File: src/rtl/clt_pkg.sv
package clt_pkg;

    // Defaults for the top-level parameters.
    localparam int POSITION_BITS_DEF = 16;
    localparam int QUEUE_DEPTH_DEF   = 4;

    typedef logic [4:0] t_tok_type;

    localparam t_tok_type TT_IDENT      = 5'd0;
    localparam t_tok_type TT_NUMBER     = 5'd1;
    localparam t_tok_type TT_KW_INT     = 5'd2;
    localparam t_tok_type TT_LPAREN     = 5'd9;
    localparam t_tok_type TT_RPAREN     = 5'd10;
    localparam t_tok_type TT_LBRACE     = 5'd11;
    localparam t_tok_type TT_RBRACE     = 5'd12;
    localparam t_tok_type TT_SEMI       = 5'd13;
    localparam t_tok_type TT_COMMA      = 5'd14;
    localparam t_tok_type TT_PLUS       = 5'd15;
    localparam t_tok_type TT_MINUS      = 5'd16;
    localparam t_tok_type TT_STAR       = 5'd17;
    localparam t_tok_type TT_SLASH      = 5'd18;
    localparam t_tok_type TT_BANG       = 5'd19;
    localparam t_tok_type TT_ASSIGN     = 5'd21;
    localparam t_tok_type TT_LESS       = 5'd23;
    localparam t_tok_type TT_GREATER    = 5'd25;
    localparam t_tok_type TT_EOF        = 5'd27;
    localparam t_tok_type TT_ERROR      = 5'd28;

    localparam logic [7:0] CH_NEWLINE    = 8'h0A;
    localparam logic [7:0] CH_EQ         = 8'h3D;
    localparam logic [7:0] CH_SLASH      = 8'h2F;
    localparam logic [7:0] CH_UNDERSCORE = 8'h5F;
    localparam logic [7:0] CH_BANG       = 8'h21;
    localparam logic [7:0] CH_LT         = 8'h3C;
    localparam logic [7:0] CH_GT         = 8'h3E;

    // Keywords are held left-justified, first character in the top byte.
    localparam int KW_COUNT   = 7;
    localparam int KW_MAX_LEN = 5;
    localparam logic [KW_MAX_LEN*8-1:0] KW_TEXT [KW_COUNT] = '{
        {"int", 16'h0000},
        {"if", 24'h000000},
        {"else", 8'h00},
        "while",
        "print",
        {"true", 8'h00},
        "false"
    };
    localparam logic [2:0] KW_LEN [KW_COUNT] = '{3'd3, 3'd2, 3'd4, 3'd5, 3'd5, 3'd4, 3'd5};

    typedef enum logic [3:0] {
        M_IDLE,
        M_IDENT,
        M_NUMBER,
        M_BANG,
        M_EQ,
        M_LT,
        M_GT,
        M_SLASH,
        M_COMMENT,
        M_HALT
    } t_scan_mode;

    typedef struct packed {
        logic [7:0] char_byte;
        logic       end_of_input;
    } t_char_in;

    typedef struct packed {
        t_tok_type   token_type;
        logic [15:0] start_line;
        logic [15:0] start_column;
        logic [15:0] token_length;
        logic [7:0]  bad_char;
        logic        last_of_run;
    } t_tok_out;

    // One queue entry carries all results of one input item.
    typedef struct packed {
        logic     two;
        t_tok_out first;
        t_tok_out second;
    } t_entry;

endpackage

File: src/rtl/clt_front.sv
module clt_front #(
    parameter int POSITION_BITS = clt_pkg::POSITION_BITS_DEF
) (
    input  logic              i_clk,
    input  logic              i_rst_n,
    input  logic              i_accept,
    input  clt_pkg::t_char_in i_data,
    output logic              o_push,
    output clt_pkg::t_entry   o_entry
);

    localparam logic [POSITION_BITS-1:0] POS_ONE  = POSITION_BITS'(1);
    localparam logic [POSITION_BITS-1:0] POS_ZERO = '0;

    clt_pkg::t_scan_mode      r_mode, n_mode;
    logic [POSITION_BITS-1:0] r_cur_line, n_cur_line;
    logic [POSITION_BITS-1:0] r_cur_col, n_cur_col;
    logic [POSITION_BITS-1:0] r_tok_line, n_tok_line;
    logic [POSITION_BITS-1:0] r_tok_col, n_tok_col;
    logic [POSITION_BITS-1:0] r_tok_len, n_tok_len;
    logic [7:0]               r_kw_buf [clt_pkg::KW_MAX_LEN];

    logic [7:0]               c;
    logic                     is_alpha, is_digit, is_space;
    logic                     punct_ok;
    clt_pkg::t_tok_type       punct_t;
    clt_pkg::t_tok_type       kw_type;
    logic                     kw_match;
    clt_pkg::t_tok_type       pend_type;
    logic                     pend_valid;
    logic [POSITION_BITS-1:0] moved_line, moved_col;
    logic                     f_emit, s_emit, restart, do_move;
    clt_pkg::t_tok_out        f_tok, s_tok;
    logic                     kw_we;
    logic [2:0]               kw_idx;

    function automatic logic [POSITION_BITS-1:0] sat_inc(input logic [POSITION_BITS-1:0] v);
        return (v == '1) ? v : v + POS_ONE;
    endfunction

    function automatic logic [15:0] clamp16(input logic [POSITION_BITS-1:0] v);
        logic [31:0] w;
        w = 32'(v);
        return (w > 32'h0000_FFFF) ? 16'hFFFF : w[15:0];
    endfunction

    assign c        = i_data.char_byte;
    assign is_alpha = (c >= "a" && c <= "z") || (c >= "A" && c <= "Z")
                      || c == clt_pkg::CH_UNDERSCORE;
    assign is_digit = c >= "0" && c <= "9";
    assign is_space = c == 8'h20 || (c >= 8'h09 && c <= 8'h0D);

    // Single-character tokens that never wait for a second character.
    always_comb begin
        punct_ok = 1'b1;
        punct_t  = clt_pkg::TT_LPAREN;
        unique case (c)
            "(":     punct_t = clt_pkg::TT_LPAREN;
            ")":     punct_t = clt_pkg::TT_RPAREN;
            "{":     punct_t = clt_pkg::TT_LBRACE;
            "}":     punct_t = clt_pkg::TT_RBRACE;
            ";":     punct_t = clt_pkg::TT_SEMI;
            ",":     punct_t = clt_pkg::TT_COMMA;
            "+":     punct_t = clt_pkg::TT_PLUS;
            "-":     punct_t = clt_pkg::TT_MINUS;
            "*":     punct_t = clt_pkg::TT_STAR;
            default: punct_ok = 1'b0;
        endcase
    end

    // Keyword match of the pending identifier against the buffered prefix.
    always_comb begin
        kw_type  = clt_pkg::TT_IDENT;
        kw_match = 1'b0;
        for (int k = clt_pkg::KW_COUNT - 1; k >= 0; k--) begin
            kw_match = (r_tok_len == POSITION_BITS'(clt_pkg::KW_LEN[k]));
            for (int i = 0; i < clt_pkg::KW_MAX_LEN; i++) begin
                if (i < int'(clt_pkg::KW_LEN[k]) &&
                    r_kw_buf[i] != clt_pkg::KW_TEXT[k][clt_pkg::KW_MAX_LEN*8-1-8*i -: 8]) begin
                    kw_match = 1'b0;
                end
            end
            if (kw_match) begin
                kw_type = clt_pkg::TT_KW_INT + 5'(k);
            end
        end
    end

    always_comb begin
        pend_valid = 1'b1;
        pend_type  = clt_pkg::TT_IDENT;
        unique case (r_mode)
            clt_pkg::M_IDENT:  pend_type = kw_type;
            clt_pkg::M_NUMBER: pend_type = clt_pkg::TT_NUMBER;
            clt_pkg::M_BANG:   pend_type = clt_pkg::TT_BANG;
            clt_pkg::M_EQ:     pend_type = clt_pkg::TT_ASSIGN;
            clt_pkg::M_LT:     pend_type = clt_pkg::TT_LESS;
            clt_pkg::M_GT:     pend_type = clt_pkg::TT_GREATER;
            clt_pkg::M_SLASH:  pend_type = clt_pkg::TT_SLASH;
            default:           pend_valid = 1'b0;
        endcase
    end

    assign moved_line = (c == clt_pkg::CH_NEWLINE) ? sat_inc(r_cur_line) : r_cur_line;
    assign moved_col  = (c == clt_pkg::CH_NEWLINE) ? POS_ONE : sat_inc(r_cur_col);

    always_comb begin
        n_mode     = r_mode;
        n_cur_line = r_cur_line;
        n_cur_col  = r_cur_col;
        n_tok_line = r_tok_line;
        n_tok_col  = r_tok_col;
        n_tok_len  = r_tok_len;
        f_emit     = 1'b0;
        s_emit     = 1'b0;
        restart    = 1'b0;
        do_move    = 1'b0;
        kw_we      = 1'b0;
        kw_idx     = r_tok_len[2:0];
        f_tok      = '{pend_type, clamp16(r_tok_line), clamp16(r_tok_col),
                       clamp16(r_tok_len), 8'h00, 1'b0};
        s_tok      = '0;

        if (i_accept && i_data.end_of_input) begin
            // Flush whatever token is pending, then EOF; everything restarts.
            f_emit     = pend_valid;
            s_emit     = 1'b1;
            s_tok      = '{clt_pkg::TT_EOF, clamp16(r_cur_line), clamp16(r_cur_col),
                           16'h0000, 8'h00, 1'b0};
            n_mode     = clt_pkg::M_IDLE;
            n_cur_line = POS_ONE;
            n_cur_col  = POS_ONE;
            n_tok_line = POS_ONE;
            n_tok_col  = POS_ONE;
            n_tok_len  = POS_ZERO;
        end else if (i_accept && r_mode != clt_pkg::M_HALT) begin
            unique case (r_mode)
                clt_pkg::M_IDENT: begin
                    if (is_alpha || is_digit) begin
                        kw_we     = r_tok_len < POSITION_BITS'(clt_pkg::KW_MAX_LEN);
                        n_tok_len = sat_inc(r_tok_len);
                        do_move   = 1'b1;
                    end else begin
                        f_emit  = 1'b1;
                        restart = 1'b1;
                    end
                end
                clt_pkg::M_NUMBER: begin
                    if (is_digit) begin
                        n_tok_len = sat_inc(r_tok_len);
                        do_move   = 1'b1;
                    end else begin
                        f_emit  = 1'b1;
                        restart = 1'b1;
                    end
                end
                clt_pkg::M_BANG, clt_pkg::M_EQ, clt_pkg::M_LT, clt_pkg::M_GT: begin
                    if (c == clt_pkg::CH_EQ) begin
                        // The two-character form is the code after the one-character one.
                        s_emit  = 1'b1;
                        s_tok   = '{pend_type + 5'd1, clamp16(r_tok_line), clamp16(r_tok_col),
                                    16'd2, 8'h00, 1'b0};
                        n_mode  = clt_pkg::M_IDLE;
                        do_move = 1'b1;
                    end else begin
                        f_emit  = 1'b1;
                        restart = 1'b1;
                    end
                end
                clt_pkg::M_SLASH: begin
                    if (c == clt_pkg::CH_SLASH) begin
                        n_mode  = clt_pkg::M_COMMENT;
                        do_move = 1'b1;
                    end else begin
                        f_emit  = 1'b1;
                        restart = 1'b1;
                    end
                end
                clt_pkg::M_COMMENT: begin
                    if (c != clt_pkg::CH_NEWLINE) begin
                        do_move = 1'b1;
                    end else begin
                        restart = 1'b1;
                    end
                end
                default: restart = 1'b1;
            endcase

            if (restart) begin
                n_mode     = clt_pkg::M_IDLE;
                n_tok_line = r_cur_line;
                n_tok_col  = r_cur_col;
                n_tok_len  = POS_ONE;
                do_move    = 1'b1;
                priority if (is_space) begin
                    n_tok_len = POS_ZERO;
                end else if (is_alpha) begin
                    n_mode = clt_pkg::M_IDENT;
                    kw_we  = 1'b1;
                    kw_idx = 3'd0;
                end else if (is_digit) begin
                    n_mode = clt_pkg::M_NUMBER;
                end else if (punct_ok) begin
                    s_emit = 1'b1;
                    s_tok  = '{punct_t, clamp16(r_cur_line), clamp16(r_cur_col),
                               16'd1, 8'h00, 1'b0};
                end else if (c == clt_pkg::CH_BANG) begin
                    n_mode = clt_pkg::M_BANG;
                end else if (c == clt_pkg::CH_EQ) begin
                    n_mode = clt_pkg::M_EQ;
                end else if (c == clt_pkg::CH_LT) begin
                    n_mode = clt_pkg::M_LT;
                end else if (c == clt_pkg::CH_GT) begin
                    n_mode = clt_pkg::M_GT;
                end else if (c == clt_pkg::CH_SLASH) begin
                    n_mode = clt_pkg::M_SLASH;
                end else begin
                    s_emit = 1'b1;
                    s_tok  = '{clt_pkg::TT_ERROR, clamp16(r_cur_line), clamp16(r_cur_col),
                               16'd1, c, 1'b0};
                    n_mode = clt_pkg::M_HALT;
                end
            end

            if (do_move) begin
                n_cur_line = moved_line;
                n_cur_col  = moved_col;
            end
        end
    end

    always_comb begin
        o_push                     = f_emit || s_emit;
        o_entry.two                = f_emit && s_emit;
        o_entry.first              = f_emit ? f_tok : s_tok;
        o_entry.first.last_of_run  = !(f_emit && s_emit);
        o_entry.second             = s_tok;
        o_entry.second.last_of_run = 1'b1;
    end

    always_ff @(posedge i_clk) begin
        if (!i_rst_n) begin
            r_mode     <= clt_pkg::M_IDLE;
            r_cur_line <= POS_ONE;
            r_cur_col  <= POS_ONE;
            r_tok_line <= POS_ONE;
            r_tok_col  <= POS_ONE;
            r_tok_len  <= POS_ZERO;
        end else begin
            r_mode     <= n_mode;
            r_cur_line <= n_cur_line;
            r_cur_col  <= n_cur_col;
            r_tok_line <= n_tok_line;
            r_tok_col  <= n_tok_col;
            r_tok_len  <= n_tok_len;
        end
    end

    always_ff @(posedge i_clk) begin
        if (kw_we) begin
            r_kw_buf[kw_idx] <= c;
        end
    end

endmodule

File: src/rtl/clt_queue.sv
module clt_queue #(
    parameter int QUEUE_DEPTH = clt_pkg::QUEUE_DEPTH_DEF
) (
    input  logic            i_clk,
    input  logic            i_rst_n,
    input  logic            i_push,
    input  clt_pkg::t_entry i_entry,
    output logic            o_full,
    input  logic            i_pop,
    output clt_pkg::t_entry o_entry,
    output logic            o_nonempty
);

    localparam int PTR_W = (QUEUE_DEPTH > 1) ? $clog2(QUEUE_DEPTH) : 1;
    localparam int CNT_W = $clog2(QUEUE_DEPTH + 1);
    localparam logic [PTR_W-1:0] PTR_LAST = PTR_W'(QUEUE_DEPTH - 1);

    clt_pkg::t_entry  r_mem [QUEUE_DEPTH];
    logic [PTR_W-1:0] r_wr_ptr, r_rd_ptr;
    logic [CNT_W-1:0] r_count;
    logic             do_push, do_pop;

    assign o_full     = r_count == CNT_W'(QUEUE_DEPTH);
    assign o_nonempty = r_count != '0;
    assign do_push    = i_push && !o_full;
    assign do_pop     = i_pop && o_nonempty;
    assign o_entry    = r_mem[r_rd_ptr];

    always_ff @(posedge i_clk) begin
        if (!i_rst_n) begin
            r_wr_ptr <= '0;
            r_rd_ptr <= '0;
            r_count  <= '0;
        end else begin
            if (do_push) begin
                r_wr_ptr <= (r_wr_ptr == PTR_LAST) ? '0 : r_wr_ptr + PTR_W'(1);
            end
            if (do_pop) begin
                r_rd_ptr <= (r_rd_ptr == PTR_LAST) ? '0 : r_rd_ptr + PTR_W'(1);
            end
            if (do_push && !do_pop) begin
                r_count <= r_count + CNT_W'(1);
            end else if (do_pop && !do_push) begin
                r_count <= r_count - CNT_W'(1);
            end
        end
    end

    always_ff @(posedge i_clk) begin
        if (do_push) begin
            r_mem[r_wr_ptr] <= i_entry;
        end
    end

endmodule

File: src/rtl/clt_back.sv
module clt_back (
    input  logic              i_clk,
    input  logic              i_rst_n,
    input  logic              i_avail,
    input  clt_pkg::t_entry   i_entry,
    output logic              o_pop,
    output logic              o_valid,
    input  logic              i_stall,
    output clt_pkg::t_tok_out o_data
);

    logic            r_valid;
    logic            r_second;
    clt_pkg::t_entry r_entry;
    logic            out_done, adv_second;

    // An entry is finished once its last result has been transferred.
    assign out_done   = r_valid && !i_stall && (!r_entry.two || r_second);
    assign adv_second = r_valid && !i_stall && r_entry.two && !r_second;
    assign o_pop      = i_avail && (!r_valid || out_done);
    assign o_valid    = r_valid;
    assign o_data     = r_second ? r_entry.second : r_entry.first;

    always_ff @(posedge i_clk) begin
        if (!i_rst_n) begin
            r_valid  <= 1'b0;
            r_second <= 1'b0;
        end else if (o_pop) begin
            r_valid  <= 1'b1;
            r_second <= 1'b0;
        end else if (out_done) begin
            r_valid  <= 1'b0;
            r_second <= 1'b0;
        end else if (adv_second) begin
            r_second <= 1'b1;
        end
    end

    always_ff @(posedge i_clk) begin
        if (o_pop) begin
            r_entry <= i_entry;
        end
    end

endmodule

File: src/rtl/c_like_token_lexer_core.sv
// Streaming tokenizer for a small C-like language. Each input transfer carries one source
// byte or an end-of-input mark; each output transfer carries one token with its type,
// start line, start column and length (line and column start at 1 and saturate), plus the
// offending byte for an error token. Whitespace and // comments are skipped, and one byte
// can yield up to two tokens: the pending token it ends and a token of its own. The front
// end accepts one byte every clock cycle while its queue has room; all tokens caused by one
// byte are written as a single queue entry. The back end presents one token per cycle from
// an output register while the receiver does not stall, and the queue of QUEUE_DEPTH entries
// absorbs the bursts of bytes that yield two tokens. After an unexpected byte the lexer emits
// an error token and ignores further bytes until end of input; end of input flushes any
// pending token, emits EOF with last_of_run set, and returns the lexer to its reset state.
module c_like_token_lexer_core #(
    parameter int POSITION_BITS = clt_pkg::POSITION_BITS_DEF,
    parameter int QUEUE_DEPTH   = clt_pkg::QUEUE_DEPTH_DEF
) (
    input  logic              i_clk,
    input  logic              i_rst_n,
    input  logic              i_valid,
    output logic              o_stall,
    input  clt_pkg::t_char_in i_data,
    output logic              o_valid,
    input  logic              i_stall,
    output clt_pkg::t_tok_out o_data
);

    logic            in_accept;
    logic            push;
    clt_pkg::t_entry push_entry;
    logic            queue_full;
    logic            pop;
    clt_pkg::t_entry pop_entry;
    logic            queue_nonempty;

    // Input is held off only when the queue cannot take another entry.
    assign o_stall   = queue_full;
    assign in_accept = i_valid && !queue_full;

    // Front end: character classification, scan state and token positions.
    clt_front #(
        .POSITION_BITS(POSITION_BITS)
    ) u_front (
        .i_clk    (i_clk),
        .i_rst_n  (i_rst_n),
        .i_accept (in_accept),
        .i_data   (i_data),
        .o_push   (push),
        .o_entry  (push_entry)
    );

    // Decoupling queue between the lexer and the token output.
    clt_queue #(
        .QUEUE_DEPTH(QUEUE_DEPTH)
    ) u_queue (
        .i_clk      (i_clk),
        .i_rst_n    (i_rst_n),
        .i_push     (push),
        .i_entry    (push_entry),
        .o_full     (queue_full),
        .i_pop      (pop),
        .o_entry    (pop_entry),
        .o_nonempty (queue_nonempty)
    );

    // Back end: splits each entry into one token transfer per cycle while not stalled.
    clt_back u_back (
        .i_clk   (i_clk),
        .i_rst_n (i_rst_n),
        .i_avail (queue_nonempty),
        .i_entry (pop_entry),
        .o_pop   (pop),
        .o_valid (o_valid),
        .i_stall (i_stall),
        .o_data  (o_data)
    );

endmodule

File: config.mk
export PLATFORM = sky130hd
export DESIGN_NAME = c_like_token_lexer_core
export DESIGN_NICKNAME = d
export VERILOG_FILES = /design/src/rtl/clt_pkg.sv /design/src/rtl/clt_front.sv /design/src/rtl/clt_queue.sv /design/src/rtl/clt_back.sv /design/src/rtl/c_like_token_lexer_core.sv
export SDC_FILE = /design/constraint.sdc
export NUM_CORES = 1
export LEC_CHECK = 0
export BUFFER_PORTS_ARGS = -buffer_cell sky130_fd_sc_hd__buf_2
export CAP_MARGIN = 25
export CORE_MARGIN = 2
export CORE_UTILIZATION = 59
export CTS_BUF_LIST = sky130_fd_sc_hd__clkbuf_4 sky130_fd_sc_hd__clkbuf_8
export CTS_CLUSTER_DIAMETER = 40
export CTS_CLUSTER_SIZE = 8
export DETAILED_ROUTE_END_ITERATION = 8
export PLACE_DENSITY = 0.79
export SETUP_SLACK_MARGIN = 0.3
export SLEW_MARGIN = 20
export SYNTH_ARGS = -nofsm -noshare
export SYNTH_HDL_FRONTEND = slang
export SYNTH_HIERARCHICAL = 1
export SYNTH_SLANG_ARGS = --single-unit
File: constraint.sdc
create_clock -name i_clk -period 6.8 [get_ports i_clk]
set_clock_uncertainty 0.05 [all_clocks]
set_input_delay 1.02 -clock i_clk [delete_from_list [all_inputs] [get_ports i_clk]]
set_output_delay 1.02 -clock i_clk [all_outputs]
set_load 0.01 [all_outputs]
==> results of run 1 <==
==> power groups by stage <==
stage | Combinational, mW | Sequential, mW | Clock, mW
final | 2.99 | 6.67 | 3.84
after global placement | 2.95 | 6.74 | 0
after floorplan | 2.19 | 6.71 | 0
after CTS | 3.00 | 6.71 | 3.92
after detailed placement | 2.99 | 6.79 | 0
after global routing | 3.21 | 6.75 | 4.11
==> Yosys cell counts, types with 18 or more instances <==
cell type,number
a21oi_1,29
xor2_1,18
nor3_1,24
mux2_4,60
edfxtp_1,665
o21ai_0,22
nand4_1,18
mux2i_1,37
xnor2_1,21
clkbuf_1,51
mux4_2,125
and2_1,36
nand3_1,25
dfxtp_1,95
nand2_1,62
buf_2,23
a22o_1,64
nor2_1,98
==> how the worst min path moves through the flow <==
| stage | end | depth (start not counted) |
|---|---|---|
| 2_1_floorplan | u_queue/r_wr_ptr[1]$_SDFFE_PN0P_ | 2 |
| 3_3_place_gp | u_queue/r_wr_ptr[1]$_SDFFE_PN0P_ | 2 |
| 3_5_place_dp | u_queue/r_wr_ptr[1]$_SDFFE_PN0P_ | 2 |
| 4_1_cts | u_queue/r_wr_ptr[1]$_SDFFE_PN0P_ | 2 |
| 5_1_grt | u_queue/r_wr_ptr[1]$_SDFFE_PN0P_ | 2 |
| 6_report | u_queue/r_wr_ptr[1]$_SDFFE_PN0P_ | 2 |
==> per-layer routing <==
layer	global-route usage, %	routed length [um]	up-vias	share of wire (%)
li1	-	-	7082	-
met1	31.4	25000	8117	41
met2	38.5	31000	600	51
met3	3.81	3960	92	6.5
met4	7.77	1290	0	2.1
met5	0	0	-	0
==> cell usage in the layout (no fill, tap or decap), types with 13 or more instances in the layout <==
master	instances
dfxtp_1	92
inv_1	16
mux4_2	125
ha_1	13
nand2_1	62
buf_4	20
clkbuf_8	122
nand3_1	25
clkbuf_4	74
a21oi_1	29
nor3_1	22
and2_1	31
mux2i_1	37
a22o_1	64
o21ai_0	22
buf_2	77
xnor2_1	21
or3_1	16
mux2_4	60
edfxtp_1	665
xor2_1	18
nor2_1	98
conb_1	15
nand4_1	18
==> worst reg2reg max path: stages (launching register included) <==
cell and delay [ps]:
dfxtp_1 680, nand4b_1 280, a41o_1 320, o2111ai_2 100, nand4_2 400, a21oi_1 350, or3_1 140, nor2b_1 480
and2_4 680, buf_4 490
==> cells by family (layout without fill, tap and decap cells) <==
logic type	after synthesis	after routing
compound gates	171	171
xor+xnor	39	39
fa+ha+maj	14	14
buf+inv	128	330
flops	760	760
mux	227	227
other cells	2	15
simple gates	386	386
==> cell type report <==
type,count,area [um^2],share of cell area (%)
clock inverter,13,200,0.586
tap,680,851,2.49
multi-input combinational,852,8210,24.0
sequential,760,21900,64.1
clock buffer,196,2230,6.54
inverter,16,60.1,0.176
timing repair buffer,105,718,2.10
==> flip-flops by register name, summed over array words and instances, names as in the netlist, 2 cells and up, named ones only <==
register	flops
u_back/r_entry	125
u_front/r_cur_col	16
u_front/r_cur_line	16
u_front/r_kw_buf	40
u_front/r_mode	4
u_front/r_tok_col	16
u_front/r_tok_len	16
u_front/r_tok_line	16
u_queue/r_count	3
u_queue/r_mem	500
u_queue/r_rd_ptr	2
u_queue/r_wr_ptr	2
==> results.toml, run 1 <==
[clock_tree]
cts_resized = 0
post_cts_buffers = 0
postCtsHoldBufs = 0
htreeDepth = 3
insertion_delay_ps = 700
cts.clk_slew.worst_paths_ps = 60
cts_sinks = 760
root_buffer = "clkbuf_8"
cts_buffers = 111
cts_tree = "done"
cts_buffer_depth = 3

[detailed_routing]
routed-via-count = 15900
drt-total-wl_um = 61300
antenna_left = 0
drcViolationCount = 0
vias_per_cell = 6.06
dr.first_iter.drc_count = 1386
route.detailed.wl_per_inst_um = 23.4
first_pass_iters = 5

[critical_path]
cp.required_ps = 7080
cp_max_fo = 38
critPathCapture = "u_queue/r_mem[3][62]$_DFFE_PP_"
startpoint_type = "input port"
slowest_delay_ps = 680
arrival_ps = 5020
cp-startpoint = "i_data[5]"
slowest_stage = "and2_4"
path_delay_family = "simple AND/OR/NAND/NOR gates"
worstRegToRegCells = 9
path_buf_inv = 2
critPathCaptureType = "flip-flop"
crit_chain = "buf_2 > or4_4 > o311a_1 > o2111ai_2 > nand4_2 > a21oi_1 > or3_1 > nor2b_1 > and2_4 > buf_4"
crit_cells = 10
worstSetupPathType = "input port to flip-flop"
r2r-end = "u_queue/r_mem[3][62]$_DFFE_PP_"
reg2reg_from = "u_front/r_mode[1]$_SDFFE_PP0P_"
reg2reg_slack_ps = 2450

[timing]
max_slew_margin_pct = 26.3
slew_viol_final = 0
holdWs_ps = 459
fin_crit_ps = 4740
max_freq_ghz = 0.211
setup_viol = 0
tightest_slew_ps = 1100
rsz0062_at_grt = "no"
finalHoldViolCount = 0
fin_ws_ps = 2060
fin_setup_tns_ps = 0
period_share_pct = 69.7

[power]
swShare_pct = 26.5
internal_power_mw = 9.92
clkPwrFrac_pct = 28.4
cellPowerDensity_nw_per_um2 = 395
seq_power_share_pct = 49.4
finalPower_mw = 13.5
p_sw_mw = 3.58
p_leak_nw = 11.2
p_comb_share_pct = 22.1
ir_drop_v = 0.000279

[synthesis]
ys_types = 87
synth_xor_area_share_pct = 1.11
ys_seq_area_share_pct = 71.1
synth_compound_area_share_pct = 4.11
async_reset_ff_share_pct = 0
synth_top_cell_area_share_pct = 64.9
ys_ff_latch = 760
ys_warn_count = 6
synthSimpleGateAreaFrac_pct = 7.06
yosysTopAreaCell = "edfxtp_1"
syn_avg_cell_area_um2 = 17.8
synth.area.top_cells = "edfxtp_1 (65%), mux4_2 (9.1%), dfxtp_1 (6.2%), mux2_4 (2.9%), a22o_1 (1.8%)"
synth_area_um2 = 30800
syn_inst = 1727
synthMuxAreaShare_pct = 13.5
synth_edf_count = 665
synth_top_family_by_area = "multiplexers"
ys.flop_type = "edfxtp_1"
synth-adder-area-share_pct = 0.594

[global_route]
grt_max_degree = 126
antenna_found_initial = 0
grt_usage_pct = 23.2
grt_pass1_wl_um = 93600
grt_pass1_vias = 16200
overflow = 0

[layout]
nFillCells = 3292
final_net_count = 1873
drive_above_1_share_pct = 28.1
antenna_cells = 0
syn_to_final_growth_pct = 11.0
finish.utilization_pct = 66.4
fin_area_um2 = 34200
stdcell_count = 2622

[run]
cap_violations = 0

[placed_design]
dp.cells = 2409
post_dp_cell_area_um2 = 31600
portBuffers = 76
dp.final_hpwl_um = 36000
dpl_worst_slack_ps = 1360
gp_congestion = 0.869

[floorplanning]
io_pins = 77
die_x_um = 232
initial_utilization_pct = 59.9
die_y_um = 232
coreArea_um2 = 51400
rows = 83
die_area_um2 = 54000

[status]
status = "finished clean"

[worst_hold_path]
min_path_type = "flip-flop to flip-flop"
hold_start = "u_queue/r_wr_ptr[1]$_SDFFE_PN0P_"
Power figures use the tool's default switching activity.
==> run 2, diff against run 1 <==
- clock period: 6.8 -> 4 ns (I/O delays scaled with it)
==> run 2 against run 1 <==
Worst hold slack got worse by 210 ps. Core utilization rose by 0.65 points. Setup slack got worse by 1500 ps. Cell count rose by 1.7%. Sequential cell count did not move. Design area rose by 0.99%. Sequential power rose by 71%. Power rose by 69%. Non-clock buffer count rose by 45. Clock power rose by 63%. Via count rose by 1.6%. Wire length fell by 0.36%. Critical endpoint is now u_queue/r_count[2]$_SDFFE_PN0P_. Highest routed layer unchanged.
==> results.toml, run 2 (same netlist as run 1, synthesis figures left out) <==
[placed_design]
portBuffers = 76
gp_congestion = 0.899
dp.final_hpwl_um = 36200

[layout]
drive_above_1_share_pct = 29.4
antenna_cells = 0
layout_common_cells = "edfxtp_1 (665), mux4_2 (125), clkbuf_8 (115), nor2_1 (98), dfxtp_1 (92)"
max_flop_register = "u_queue/r_mem"
nFillCells = 3278
largest_reg_flops = 500
final_common_cell = "edfxtp_1"
syn_to_final_growth_pct = 12.1
largestRegisters = "u_queue/r_mem (500), u_back/r_entry (125), u_front/r_kw_buf (40)"
final_net_count = 1918

[critical_path]
cp_max_fo = 16
critPathCaptureType = "flip-flop"
startpoint_type = "flip-flop"
reg2reg_slack_ps = 540
worstSetupPathType = "flip-flop to flip-flop"
cp.required_ps = 4550
arrival_ps = 4010

[timing]
rsz0062_at_grt = "no"
max_freq_ghz = 0.289
fin_setup_tns_ps = 0
tightest_slew_ps = 866
max_slew_margin_pct = 42.3
slew_viol_final = 0
finalHoldViolCount = 0
fin_crit_ps = 3460
setup_viol = 0
period_share_pct = 86.5

[detailed_routing]
vias_per_cell = 6.06
first_pass_iters = 7
drcViolationCount = 0
antenna_left = 0
routed-via-count = 16100
route.detailed.wl_per_inst_um = 22.9
drt-total-wl_um = 61100
dr.first_iter.drc_count = 1442

[clock_tree]
insertion_delay_ps = 700
cts_sinks = 760
cts_tree = "done"
postCtsHoldBufs = 0
cts_resized = 0
cts.clk_slew.worst_paths_ps = 70
htreeDepth = 3
post_cts_buffers = 0
cts_buffer_depth = 3
root_buffer = "clkbuf_8"
cts_buffers = 111

[global_route]
antenna_found_initial = 0
gr-usage-met3_pct = 3.87
grt_usage_pct = 23.1
grt_pass1_wl_um = 93900
grt_use_met1_pct = 31.3
grt.met2_usage_pct = 38.1
grt_pass1_vias = 16600
overflow = 0
grt_max_degree = 126
grt_busiest_layer = "met2"

[power]
ir_drop_v = 0.000738
finalPower_mw = 22.8
cellPowerDensity_nw_per_um2 = 660
p_leak_nw = 11.4

[floorplanning]
initial_utilization_pct = 59.9
rows = 83
die_x_um = 232
io_pins = 77
coreArea_um2 = 51400
die_area_um2 = 54000
die_y_um = 232

[worst_hold_path]
min_path_type = "input port to flip-flop"

[status]
status = "finished clean"

[run]
cap_violations = 0
run 2: changes by cell type in the layout (fill, tap and decap cells not counted), sizes merged:
cell      delta
buf         +45
bufinv       -3
clkbuf       -2
clkinv       +1
clkinvlp     +1
inv          +2
run 2: per-stage QoR:
stage	setup slack [ps]	util, %	cells	hold slack [ps]	area, um^2
floorplan	145	-	1740	418	30900
global placement	123	62.6	2458	426	32200
detailed placement	9.62	62.6	2458	449	32200
CTS	602	67.1	2666	195	34500
global route	357	67.1	2666	248	34500
finish	538	67.1	2666	251	34500
run 2: final cells by class:
type / count / area, um^2 / area share, %
Inverter: 16 / 60.1 / 0.174
Clock buffer: 194 / 2180 / 6.31
Clock inverter: 14 / 129 / 0.374
Tap cell: 680 / 851 / 2.47
Sequential cell: 760 / 21900 / 63.4
Multi-Input combinational cell: 852 / 8210 / 23.8
Timing Repair Buffer: 150 / 1190 / 3.44
run 2: routing by layer:
metal  wire length, um  vias to the layer above
li1                  -                     7181
met5                 0                        -
met4              1480                        0
met3              3600                       97
met1             25500                     8303
met2             30500                      563
run 2: final timing paths:
path	end	cells past startpoint	start
worst max register to register	u_queue/r_count[2]$_SDFFE_PN0P_	13	u_front/r_mode[1]$_SDFFE_PP0P_
worst min register to register	u_front/r_tok_line[0]$_SDFFE_PP1P_	2	u_front/r_tok_line[0]$_SDFFE_PP1P_
worst max-delay path	u_queue/r_count[2]$_SDFFE_PN0P_	13	u_front/r_mode[1]$_SDFFE_PP0P_
worst min-delay path	u_queue/r_wr_ptr[1]$_SDFFE_PN0P_	3	i_rst_n
run 2: critical path, cell delays in order, from the launching register on:
cell	delay (ps)
dfxtp_1	680
a21boi_0	210
o221ai_1	300
nand3_1	170
o21a_1	230
o21a_1	180
or3_1	330
nor2b_1	160
ha_1	220
inv_1	80
fa_1	170
xor2_1	70
or3_1	320
a21boi_0	200
run 2: power by group:
part	internal [mW]	switching, mW
Sequential	10.8	0.594
Combinational	2.42	2.69
Clock	3.47	2.79
Total	16.7	6.08
==> run 3, diff against run 2 <==
- REMOVE_ABC_BUFFERS: not set -> 1
==> run 3 against run 2 <==
Highest routed layer unchanged. Maximum frequency shrank 0.88%. Wire length grew 0.47%. Power grew 0.19%. Critical path depth is the same.
==> results.toml, run 3 (same netlist as run 1, synthesis figures left out) <==
[placed_design]
dp.cells = 2459
portBuffers = 76
dpl_worst_slack_ps = 21.4
post_dp_cell_area_um2 = 32100
dp.final_hpwl_um = 37100
gp_congestion = 0.872

[critical_path]
startpoint_type = "flip-flop"
reg2reg_slack_ps = 510
critPathCaptureType = "flip-flop"
arrival_ps = 4060
worstRegToRegCells = 13
reg2reg_from = "u_front/r_mode[1]$_SDFFE_PP0P_"
r2r-end = "u_queue/r_count[2]$_SDFFE_PN0P_"
worstSetupPathType = "flip-flop to flip-flop"
cp.required_ps = 4570
cp_max_fo = 16

[timing]
max_freq_ghz = 0.286
max_slew_margin_pct = 35.8
fin_ws_ps = 508
slew_viol_final = 0
period_share_pct = 87.3
fin_setup_tns_ps = 0
holdWs_ps = 236
rsz0062_at_grt = "no"
fin_crit_ps = 3490
setup_viol = 0
finalHoldViolCount = 0
tightest_slew_ps = 964

[layout]
max_flop_register = "u_queue/r_mem"
fin_area_um2 = 34500
multiInputGateArea_um2 = 8210
regArea_um2 = 21900
final_net_count = 1918
drive_above_1_share_pct = 29.1
nFillCells = 3295
largestRegisters = "u_queue/r_mem (500), u_back/r_entry (125), u_front/r_kw_buf (40)"
stdcell_count = 2664
finish.utilization_pct = 67.1
layout_common_cells = "edfxtp_1 (665), mux4_2 (125), clkbuf_8 (115), nor2_1 (98), dfxtp_1 (92)"
final_common_cell = "edfxtp_1"
largest_reg_flops = 500
syn_to_final_growth_pct = 12.0

[floorplanning]
die_area_um2 = 54000
coreArea_um2 = 51400
io_pins = 77
rows = 83
die_x_um = 232
initial_utilization_pct = 59.9
die_y_um = 232

[global_route]
grt_pass1_vias = 16700
grt_usage_pct = 23.5
grt_max_degree = 126
grt_pass1_wl_um = 95800
overflow = 0
antenna_found_initial = 2

[detailed_routing]
routed-via-count = 16100
drcViolationCount = 0
vias_per_cell = 6.04
dr.first_iter.drc_count = 1357
drt-total-wl_um = 61300
first_pass_iters = 5
antenna_left = 0
route.detailed.wl_per_inst_um = 23.0

[worst_hold_path]
whs_endpoint = "u_queue/r_wr_ptr[1]$_SDFFE_PN0P_"
min_path_cells = 3
hold_start = "i_rst_n"
min_path_type = "input port to flip-flop"

[clock_tree]
cts_tree = "done"
cts.clk_slew.worst_paths_ps = 70
cts_buffers = 110
htreeDepth = 3
cts_buffer_depth = 3
cts_sinks = 760
insertion_delay_ps = 720
cts_resized = 0
root_buffer = "clkbuf_8"
post_cts_buffers = 0
postCtsHoldBufs = 0

[status]
status = "finished clean"

[run]
cap_violations = 0

[power]
ir_drop_v = 0.000612
p_leak_nw = 11.4
cellPowerDensity_nw_per_um2 = 662
finalPower_mw = 22.8
## run 3: cell types whose count changed in the layout (fill, tap and decap cells not counted), sizes merged
cell      before  now
clkinvlp       4    2
buf          150  151
bufinv         1    3
clkinv         6    5
clkbuf       194  189
diode          0    3
## run 3: layout make-up
type,count,share of cell area [%]
Tap cell,680,2.47
Timing Repair Buffer,151,3.35
Multi-Input combinational cell,852,23.8
Clock inverter,13,0.494
Antenna cell,3,0.0218
Inverter,16,0.174
Clock buffer,189,6.20
Sequential cell,760,63.5
## run 3: layer usage
| metal | track usage, % | vias to the layer above | routed length, um |
|---|---|---|---|
| li1 | - | 7179 | - |
| met3 | 4.04 | 87 | 3730 |
| met2 | 37.8 | 550 | 30100 |
| met5 | 0 | - | 0 |
| met1 | 32.9 | 8271 | 26200 |
| met4 | 7.99 | 0 | 1260 |
## run 3: how the worst max path moves through the flow
stage                                   startpoint                               to  slack [ps]  cells after the start
floorplan             u_back/r_second$_SDFFE_PP0P_  u_queue/r_count[2]$_SDFFE_PN0P_       -3570                     10
global placement                         i_data[5]  u_queue/r_count[2]$_SDFFE_PN0P_          80                     14
detailed placement                       i_data[5]  u_queue/r_count[2]$_SDFFE_PN0P_          20                     14
CTS                 u_front/r_mode[1]$_SDFFE_PP0P_  u_queue/r_count[2]$_SDFFE_PN0P_         530                     13
global route        u_front/r_mode[2]$_SDFFE_PP0P_  u_queue/r_count[2]$_SDFFE_PN0P_         310                     14
finish              u_front/r_mode[1]$_SDFFE_PP0P_  u_queue/r_count[2]$_SDFFE_PN0P_         510                     13
## run 3: power breakdown
part	total, mW	switching (mW)	internal (mW)	leakage (nW)
combinational	5.18	2.77	2.40	3.42
sequential	11.3	0.536	10.8	6.73
clock	6.30	2.75	3.54	1.24
## run 3: critical path, cell delays in order (launching register included)
cell and delay, ps:
dfxtp_1 640, nor3_1 220, o311a_1 230, o2111ai_2 240, nand4_2 160, a21oi_1 220, or3_1 150, nor2b_1 220
ha_1 230, inv_1 70, fa_1 370, xor2_1 160, or3_1 310, a21boi_0 160
